$ cat src/rtl/site_search_window_unit_defines.svh
// assertion macros shared by the site search window rtl
`ifndef SITE_SEARCH_WINDOW_UNIT_DEFINES_SVH
`define SITE_SEARCH_WINDOW_UNIT_DEFINES_SVH

// antecedent and consequent in the same cycle
`define SSW_ASSERT_IMPLY(lbl, ante, cons, msg) \
  lbl: assert property (@(posedge clk) disable iff (rst) (ante) |-> (cons)) \
    else $error(msg);

// consequent in the cycle after the antecedent
`define SSW_ASSERT_NEXT(lbl, ante, cons, msg) \
  lbl: assert property (@(posedge clk) disable iff (rst) (ante) |=> (cons)) \
    else $error(msg);

`endif

$ cat src/rtl/ssw_pkg.sv
// shared types and constants for the site search window unit
`timescale 1ns / 1ps
`default_nettype none

package ssw_pkg;

  localparam int MAX_PATTERN_DEF = 16;
  localparam int PAT_BYTES       = 16;
  localparam int LEN_W           = 6;
  localparam int PLEN_W          = 5;
  localparam int BLK_W           = 5;
  localparam int HALF_W          = 16;
  localparam int WORD_W          = 32;

  localparam logic [PLEN_W-1:0] PATTERN_LENGTH_RST = 5'd6;
  localparam logic [HALF_W-1:0] HALF_WINDOW_RST    = 16'd500;
  localparam logic [WORD_W-1:0] SHORT_LIMIT_RST    = 32'd1000;

  typedef enum logic [2:0] {
    CFG_PATTERN_LENGTH = 3'd0,
    CFG_PATTERN_LOW    = 3'd1,
    CFG_PATTERN_HIGH   = 3'd2,
    CFG_HALF_WINDOW    = 3'd3,
    CFG_SHORT_LIMIT    = 3'd4
  } cfg_reg_t;

  // first member sits in the top bits, so match_pos lands in bits 31:0
  typedef struct packed {
    logic [WORD_W-1:0] match_number;
    logic [WORD_W-1:0] range_end;
    logic [WORD_W-1:0] range_start;
    logic [WORD_W-1:0] match_pos;
  } result_t;

endpackage

`default_nettype wire

$ cat src/rtl/site_search_window_unit.sv
// top level of the streaming site search unit with match windows
//
// usage
//   s_tvalid/s_tready/s_tdata/s_tuser carry one sequence byte per transaction;
//   s_tuser high marks the first byte of a new sequence and clears the
//   position, the match count, the overlap block and the byte history.
//   m_tvalid/m_tready/m_tdata carry one result per match found: the match
//   start, the clamped window and the ordinal of the match in the sequence.
//   cfg_valid/cfg_ready/cfg_index/cfg_data write the pattern length, the two
//   pattern words, the half window and the short limit; write only while idle.
// timing
//   one byte per cycle while s_tready is high; the result of the byte that
//   completes a match is registered in the output stage, or in the skid
//   stage while the receiver stalls. the compare of the pattern against the
//   history shift register is combinational and sits together with the window
//   arithmetic between the input handshake and the output register.
// reset and stall
//   rst (synchronous) loads the register defaults and empties the output.
//   when the receiver stalls, one more result is held in a skid stage, after
//   that s_tready drops until the receiver takes a result; none is dropped.
`timescale 1ns / 1ps
`default_nettype none
`include "site_search_window_unit_defines.svh"

module site_search_window_unit
  import ssw_pkg::*;
#(
  parameter int MAX_PATTERN = MAX_PATTERN_DEF
) (
  input  logic          clk,
  input  logic          rst,
  // sequence byte channel
  input  logic          s_tvalid,
  output logic          s_tready,
  input  logic [39:0]   s_tdata,   // base [7:0], seq_len [39:8]
  input  logic          s_tuser,   // first
  // match result channel
  output logic          m_tvalid,
  input  logic          m_tready,
  output logic [127:0]  m_tdata,   // match_pos [31:0], range_start [63:32],
                                   // range_end [95:64], match_number [127:96]
  // register write channel
  input  logic          cfg_valid,
  output logic          cfg_ready,
  input  logic [2:0]    cfg_index,
  input  logic [63:0]   cfg_data
);

  // configuration registers
  logic [PLEN_W-1:0]    pattern_length;
  logic [63:0]          pattern_low;
  logic [63:0]          pattern_high;
  logic [HALF_W-1:0]    half_window;
  logic [WORD_W-1:0]    short_limit;

  // search state
  logic [MAX_PATTERN-1:0][7:0] history;
  logic [WORD_W-1:0]    position;
  logic [BLK_W-1:0]     blocked_bytes;
  logic [WORD_W-1:0]    matches_seen;

  // input fields
  logic [7:0]           in_base;
  logic [WORD_W-1:0]    in_seq_len;
  logic                 in_first;
  logic                 accept;

  // per byte values after the new sequence clear
  logic [MAX_PATTERN-1:0][7:0] hist_next;
  logic [WORD_W-1:0]    pos_cur;
  logic [BLK_W-1:0]     blk_cur;
  logic [WORD_W-1:0]    ms_cur;

  logic [LEN_W-1:0]     eff_len;
  logic [LEN_W-1:0]     len_m1;
  logic                 bytes_hit;
  logic                 enough_bytes;
  logic                 match_found;

  // window math
  logic [WORD_W-1:0]    start;
  logic [WORD_W-1:0]    hw_ext;
  logic [WORD_W:0]      hi_sum;
  logic                 is_short;
  result_t              res;
  logic                 out_room;
  result_t              out_res;

  assign in_base    = s_tdata[7:0];
  assign in_seq_len = s_tdata[39:8];
  assign in_first   = s_tuser;
  assign accept     = s_tvalid && s_tready;
  assign cfg_ready  = !rst;
  assign s_tready   = out_room && !rst;

  // register writes, unknown indexes are ignored
  always_ff @(posedge clk) begin
    if (rst) begin
      pattern_length <= PATTERN_LENGTH_RST;
      pattern_low    <= '0;
      pattern_high   <= '0;
      half_window    <= HALF_WINDOW_RST;
      short_limit    <= SHORT_LIMIT_RST;
    end else if (cfg_valid && cfg_ready) begin
      case (cfg_reg_t'(cfg_index))
        CFG_PATTERN_LENGTH: pattern_length <= cfg_data[PLEN_W-1:0];
        CFG_PATTERN_LOW:    pattern_low    <= cfg_data;
        CFG_PATTERN_HIGH:   pattern_high   <= cfg_data;
        CFG_HALF_WINDOW:    half_window    <= cfg_data[HALF_W-1:0];
        CFG_SHORT_LIMIT:    short_limit    <= cfg_data[WORD_W-1:0];
        default: ;
      endcase
    end
  end

  // zero length acts as one, anything past the history depth is clamped
  always_comb begin
    if (pattern_length == '0) begin
      eff_len = LEN_W'(1);
    end else if ({1'b0, pattern_length} > LEN_W'(MAX_PATTERN)) begin
      eff_len = LEN_W'(MAX_PATTERN);
    end else begin
      eff_len = {1'b0, pattern_length};
    end
  end

  assign len_m1 = eff_len - LEN_W'(1);

  // a first byte starts from cleared state
  assign pos_cur = in_first ? '0 : position;
  assign blk_cur = in_first ? '0 : blocked_bytes;
  assign ms_cur  = in_first ? '0 : matches_seen;

  always_comb begin
    hist_next[0] = in_base;
    for (int i = 1; i < MAX_PATTERN; i++) begin
      hist_next[i] = in_first ? 8'h00 : history[i-1];
    end
  end

  ssw_match #(
    .MAX_PATTERN (MAX_PATTERN)
  ) u_match (
    .hist    (hist_next),
    .pattern ({pattern_high, pattern_low}),
    .eff_len (eff_len),
    .hit     (bytes_hit)
  );

  // a match needs the full pattern in this sequence and no pending overlap
  assign enough_bytes = pos_cur >= WORD_W'(len_m1);
  assign match_found  = accept && (blk_cur == '0) && enough_bytes && bytes_hit;

  assign start    = pos_cur - WORD_W'(len_m1);
  assign hw_ext   = WORD_W'(half_window);
  assign hi_sum   = {1'b0, start} + {1'b0, hw_ext};
  assign is_short = in_seq_len < short_limit;

  always_comb begin
    res.match_pos    = start;
    res.match_number = ms_cur;
    if (is_short) begin
      res.range_start = '0;
      res.range_end   = in_seq_len;
    end else begin
      res.range_start = (start >= hw_ext) ? (start - hw_ext) : '0;
      res.range_end   = (hi_sum > {1'b0, in_seq_len}) ? in_seq_len : hi_sum[WORD_W-1:0];
    end
  end

  // state update per accepted byte
  always_ff @(posedge clk) begin
    if (rst) begin
      history       <= '0;
      position      <= '0;
      blocked_bytes <= '0;
      matches_seen  <= '0;
    end else if (accept) begin
      history  <= hist_next;
      position <= pos_cur + WORD_W'(1);
      if (match_found) begin
        blocked_bytes <= len_m1[BLK_W-1:0];
        matches_seen  <= ms_cur + WORD_W'(1);
      end else begin
        blocked_bytes <= (blk_cur != '0) ? (blk_cur - BLK_W'(1)) : '0;
        matches_seen  <= ms_cur;
      end
    end
  end

  ssw_out_buf u_out_buf (
    .clk        (clk),
    .rst        (rst),
    .push       (match_found),
    .push_data  (res),
    .push_ready (out_room),
    .out_valid  (m_tvalid),
    .out_ready  (m_tready),
    .out_data   (out_res)
  );

  assign m_tdata = out_res;

  `SSW_ASSERT_IMPLY(a_hit_unblocked, match_found, blk_cur == '0, "match inside a blocked span")
  `SSW_ASSERT_NEXT(a_block_after_hit, match_found, blocked_bytes == $past(len_m1[BLK_W-1:0]), "overlap block not loaded after match")
  `SSW_ASSERT_NEXT(a_count_after_hit, match_found, matches_seen == $past(ms_cur) + WORD_W'(1), "match count not advanced")
  `SSW_ASSERT_IMPLY(a_push_has_room, match_found, out_room, "result pushed into full output buffer")

endmodule

`default_nettype wire

$ cat src/rtl/ssw_match.sv
// parallel compare of the newest history bytes against the site pattern
`timescale 1ns / 1ps
`default_nettype none

module ssw_match
  import ssw_pkg::*;
#(
  parameter int MAX_PATTERN = MAX_PATTERN_DEF
) (
  input  logic [MAX_PATTERN-1:0][7:0] hist,
  input  logic [PAT_BYTES*8-1:0]      pattern,
  input  logic [LEN_W-1:0]            eff_len,
  output logic                        hit
);

  localparam int IDX_W = (MAX_PATTERN > 1) ? $clog2(MAX_PATTERN) : 1;

  logic [MAX_PATTERN-1:0] byte_ok;

  // pattern byte k lines up with history entry eff_len-1-k
  for (genvar k = 0; k < MAX_PATTERN; k++) begin : g_cmp
    logic [LEN_W-1:0] sel_full;
    logic [IDX_W-1:0] sel;
    logic [7:0]       pat_b;

    assign sel_full = eff_len - LEN_W'(k + 1);
    assign sel      = sel_full[IDX_W-1:0];

    if (k < PAT_BYTES) begin : g_pat
      assign pat_b = pattern[k*8 +: 8];
    end else begin : g_zero
      assign pat_b = 8'h00;
    end

    assign byte_ok[k] = (LEN_W'(k) >= eff_len) || (hist[sel] == pat_b);
  end

  assign hit = &byte_ok;

endmodule

`default_nettype wire

$ cat src/rtl/ssw_out_buf.sv
// two-entry output register with skid stage for result transactions
`timescale 1ns / 1ps
`default_nettype none
`include "site_search_window_unit_defines.svh"

module ssw_out_buf
  import ssw_pkg::*;
(
  input  logic    clk,
  input  logic    rst,
  input  logic    push,
  input  result_t push_data,
  output logic    push_ready,
  output logic    out_valid,
  input  logic    out_ready,
  output result_t out_data
);

  logic    skid_valid;
  result_t skid_data;
  logic    pop;

  assign pop        = out_valid && out_ready;
  assign push_ready = !skid_valid;

  always_ff @(posedge clk) begin
    if (rst) begin
      out_valid  <= 1'b0;
      skid_valid <= 1'b0;
    end else if (!out_valid || pop) begin
      if (skid_valid) begin
        out_valid  <= 1'b1;
        skid_valid <= 1'b0;
      end else begin
        out_valid  <= push;
      end
    end else if (push) begin
      skid_valid <= 1'b1;
    end
  end

  always_ff @(posedge clk) begin
    if (!out_valid || pop) begin
      if (skid_valid) begin
        out_data <= skid_data;
      end else if (push) begin
        out_data <= push_data;
      end
    end else if (push) begin
      skid_data <= push_data;
    end
  end

  `SSW_ASSERT_IMPLY(a_skid_behind_out, skid_valid, out_valid, "skid holds data with output empty")

endmodule

`default_nettype wire

$ cat config.mk
export PLATFORM = sky130hd
export DESIGN_NAME = site_search_window_unit
export DESIGN_NICKNAME = d
export VERILOG_FILES = /design/src/rtl/ssw_pkg.sv /design/src/rtl/site_search_window_unit.sv /design/src/rtl/ssw_match.sv /design/src/rtl/ssw_out_buf.sv
export VERILOG_INCLUDE_DIRS = /design/src /design/src/rtl
export SDC_FILE = /design/constraint.sdc
export NUM_CORES = 2
export LEC_CHECK = 0
export BUFFER_PORTS_ARGS = -buffer_cell sky130_fd_sc_hd__buf_2
export CORE_MARGIN = 4
export CORE_UTILIZATION = 40
export DETAILED_ROUTE_END_ITERATION = 6
export MAX_ROUTING_LAYER = met4
export PLACE_DENSITY = 0.56
export SLEW_MARGIN = 20
export SYNTH_ARGS = -nofsm -noshare
export SYNTH_HDL_FRONTEND = slang
export SYNTH_HIERARCHICAL = 1
export SYNTH_SLANG_ARGS = --single-unit
$ cat constraint.sdc
create_clock -name clk -period 33.3 [get_ports clk]
set_input_delay 4.995 -clock clk [delete_from_list [all_inputs] [get_ports clk]]
set_output_delay 4.995 -clock clk [all_outputs]
set_load 0.05 [all_outputs]
==> results.py <==
metrics = {
    "timing": {
        "finalCritPeriodShare_pct": 44.6,
        "min_period_ps": 14840,
        "tns_ps": 0,
        "maxSlewViolCount": 0,
        "finClkSkew_ps": 32.0,
        "fmax_mhz": 67.4,
        "slew_headroom_pct": 26.8,
        "rsz0062_at_grt": "no",
        "setup_violations": 0,
        "hold_viol": 0,
        "tightest_slew_ps": 1100,
    },
    "global_routing": {
        "grt_pass1_wl_um": 184000,
        "antenna_found_initial": 9,
        "grt_pass1_vias": 28600,
        "grt_max_degree": 174,
        "grtUsageTotal_pct": 23.9,
        "overflow": 0,
    },
    "place": {
        "placed_cells": 5212,
        "port_buffers": 243,
        "hpwlAfterDp_um": 89400,
        "gp_congestion": 0.982,
    },
    "outcome": {
        "outcome": "finished clean",
    },
    "cells_and_area": {
        "nets": 4233,
        "post-route-util_pct": 45.0,
        "drive_gt1_share_pct": 22.7,
        "synthToLayoutAreaGrowth_pct": 11.8,
        "fin_cells": 5356,
    },
    "setup_path": {
        "crit_family": "compound AO/OA/AOI/OAI gates",
        "worstSetupStartpointType": "input pin",
        "critPathArrivalTime_ps": 15230,
        "crit_type": "in2reg",
        "worst-path-stages": 32,
        "critPathMostFrequentCell": "nor2b_1",
        "path_buf_inv": 3,
        "cp_slowest_stage_delay_ps": 870,
        "reg2regPathDepth": 34,
        "critPathMaxFanout": 80,
        "required_ps": 33690,
        "cpMaxStageDelayCell": "a222oi_1",
        "cp-end-kind": "register",
    },
    "clocking": {
        "cts_hold_buf": 0,
        "clk_latency_ps": 650,
        "cts_resized": 0,
        "numClockSinks": 628,
        "clk_path_buf_depth": 3,
        "htree_levels": 3,
        "cts_tree": "built",
        "numCtsBuffers": 74,
        "root_buffer": "clkbuf_16",
        "post-cts-setup-buffer-count": 0,
        "clkTransAtPathRegs_ps": 60,
    },
    "detailed_routing": {
        "drtAntennaViolNets": 0,
        "drt_iter0_markers": 2436,
        "wire_per_inst_um": 22.9,
        "vias": 30100,
        "drtPass1Iterations": 5,
        "wl_um": 123000,
        "drcViolationCount": 0,
        "via_per_inst": 5.61,
    },
    "logic_synthesis": {
        "ys_ff_latch": 628,
        "synth_ff_type": "dfxtp_1",
        "netlist.area_leader.share_pct": 19.4,
        "synthMostInstantiatedCell": "nand2_1",
        "yosys_warnings": 6,
        "synthTopCellsByArea": "edfxtp_1 19%, dfxtp_1 19%, mux4_2 15%",
        "syn-cell-area_sq_um": 39600,
        "synth_top_cell_by_area": "edfxtp_1",
        "synth_cell_types": 108,
        "ys_top_cells_by_count": "727 x nand2_1, 372 x dfxtp_1, 306 x a21oi_1",
        "synthCells": 3876,
        "async_reset_ff_share_pct": 0,
        "synth_edf_count": 256,
        "avgSynthCellArea_sq_um": 10.2,
        "seq_area_frac_synth_pct": 38.3,
    },
    "die": {
        "dieArea_sq_um": 104000,
        "rows": 115,
        "die_h_um": 322,
        "die_w_um": 322,
        "initial_core_util_pct": 40.2,
        "io_pins": 244,
        "coreArea_sq_um": 98300,
    },
    "flow_run": {
        "maxCapViolCount": 0,
    },
    "worst_hold_path": {
        "hp-class": "reg2reg",
        "hold_depth": 2,
    },
    "power_and_ir_drop": {
        "p_per_area_nw_per_um2": 41.4,
        "power.leakage_nw": 16.0,
        "max-vdd-ir-drop_mv": 0.0320,
    },
}
## registers in the layout, indices dropped and copies added (netlist names)
| name | cells |
|---|---|
| pattern_length | 5 |
| pattern_high | 64 |
| u_out_buf/skid_valid | 1 |
| matches_seen | 32 |
| pattern_low | 64 |
| u_out_buf/out_data | 128 |
| u_out_buf/skid_data | 128 |
| half_window | 16 |
| blocked_bytes | 5 |
| history | 120 |
| u_out_buf/out_valid | 1 |
| position | 32 |
| short_limit | 32 |
## layout make-up
| cell class | count | area [sq um] |
|---|---|---|
| fillers | 9400 | 54100 |
| inverters | 138 | 528 |
| well taps | 1287 | 1610 |
| multi-input cells | 2856 | 22800 |
| clock buffers | 97 | 2030 |
| clock inverters | 40 | 385 |
| diodes | 7 | 17.5 |
| repair buffers | 303 | 1700 |
| flip-flops and latches | 628 | 15100 |
## through the flow
| step | power, mW | setup WS (ps) | hold slack [ps] | instance area (sq um) |
|---|---|---|---|---|
| after floorplan | 0.969 | 16300 | 431 | 39600 |
| after global placement | 1.03 | 17910 | 437 | 41800 |
| after detailed placement | 1.03 | 17830 | 442 | 41800 |
| after CTS | 1.85 | 18470 | 450 | 44200 |
| after global routing | 1.90 | 17680 | 462 | 44200 |
| final | 1.83 | 18460 | 447 | 44200 |
## power breakdown
part           internal [mW]  leakage [nW]  switching (mW)  total [mW]
sequential             0.807          5.18         0.00308       0.810
clock                  0.473          1.18           0.343       0.815
combinational         0.0822          9.69           0.122       0.204
total                   1.36          16.0           0.468        1.83
## cells in the final DEF (no fill, tap or decap), types with 10 or more instances in the layout
cell type,netlist,layout
a21o_1,29,29
a21oi_1,306,305
a31oi_1,20,20
and2_1,14,14
and3_1,16,15
buf_2,44,241
buf_4,10,59
clkbuf_1,158,14
clkbuf_16,0,75
clkinv_2,0,15
dfxtp_1,372,371
edfxtp_1,256,256
ha_1,116,114
inv_1,135,133
mux2_2,141,141
mux2_4,29,29
mux2i_1,76,76
mux4_2,267,267
nand2_1,727,725
nand2b_1,19,19
nand3_1,57,57
nand4_1,36,36
nor2_1,195,194
nor2b_1,176,174
nor3_1,37,35
nor4_1,26,26
o211ai_1,12,12
o21ai_0,108,108
o21bai_1,10,10
or3_1,13,13
xnor2_1,144,140
xor2_1,108,108
## logic make-up after synthesis
family	after synthesis	synth area share (%)
DFF	628	38.3
xor gates and xnor gates	254	5.69
other	2	0.0190
adders and majority gates	120	3.85
AOI/OAI and AO/OA	586	8.95
buffers and inverters	393	4.43
muxes	520	22.7
and+or+nand+nor	1373	16.1
## metal layers
metal	vias up	track usage (%)	wire [um]
met5	-	-	0
li1	14200	-	-
met4	0	9.35	4940
met1	14700	31.1	52600
met2	969	36.4	56300
met3	166	5.38	8830
## worst reg2reg max path: cells and delay by family, from the launching register on
family,cells,cell delay [ps]
AO/OA/AOI/OAI,14,4000
AND/OR/NAND/NOR,8,2350
adder cells (fa/ha/maj),4,1410
buffers and inverters,4,1080
multiplexers,2,620
XOR/XNOR,2,380
flip-flops,1,300
## final timing paths
path                                   startpoint  slack (ps)                endpoint
worst min-delay path                  history[36]         450             history[36]
worst min register to register        history[36]         450             history[36]
worst max register to register  pattern_length[4]       22920  u_out_buf/out_data[73]
worst max-delay path                      s_tuser       18460  u_out_buf/out_data[73]
Power figures use the tool's default switching activity.
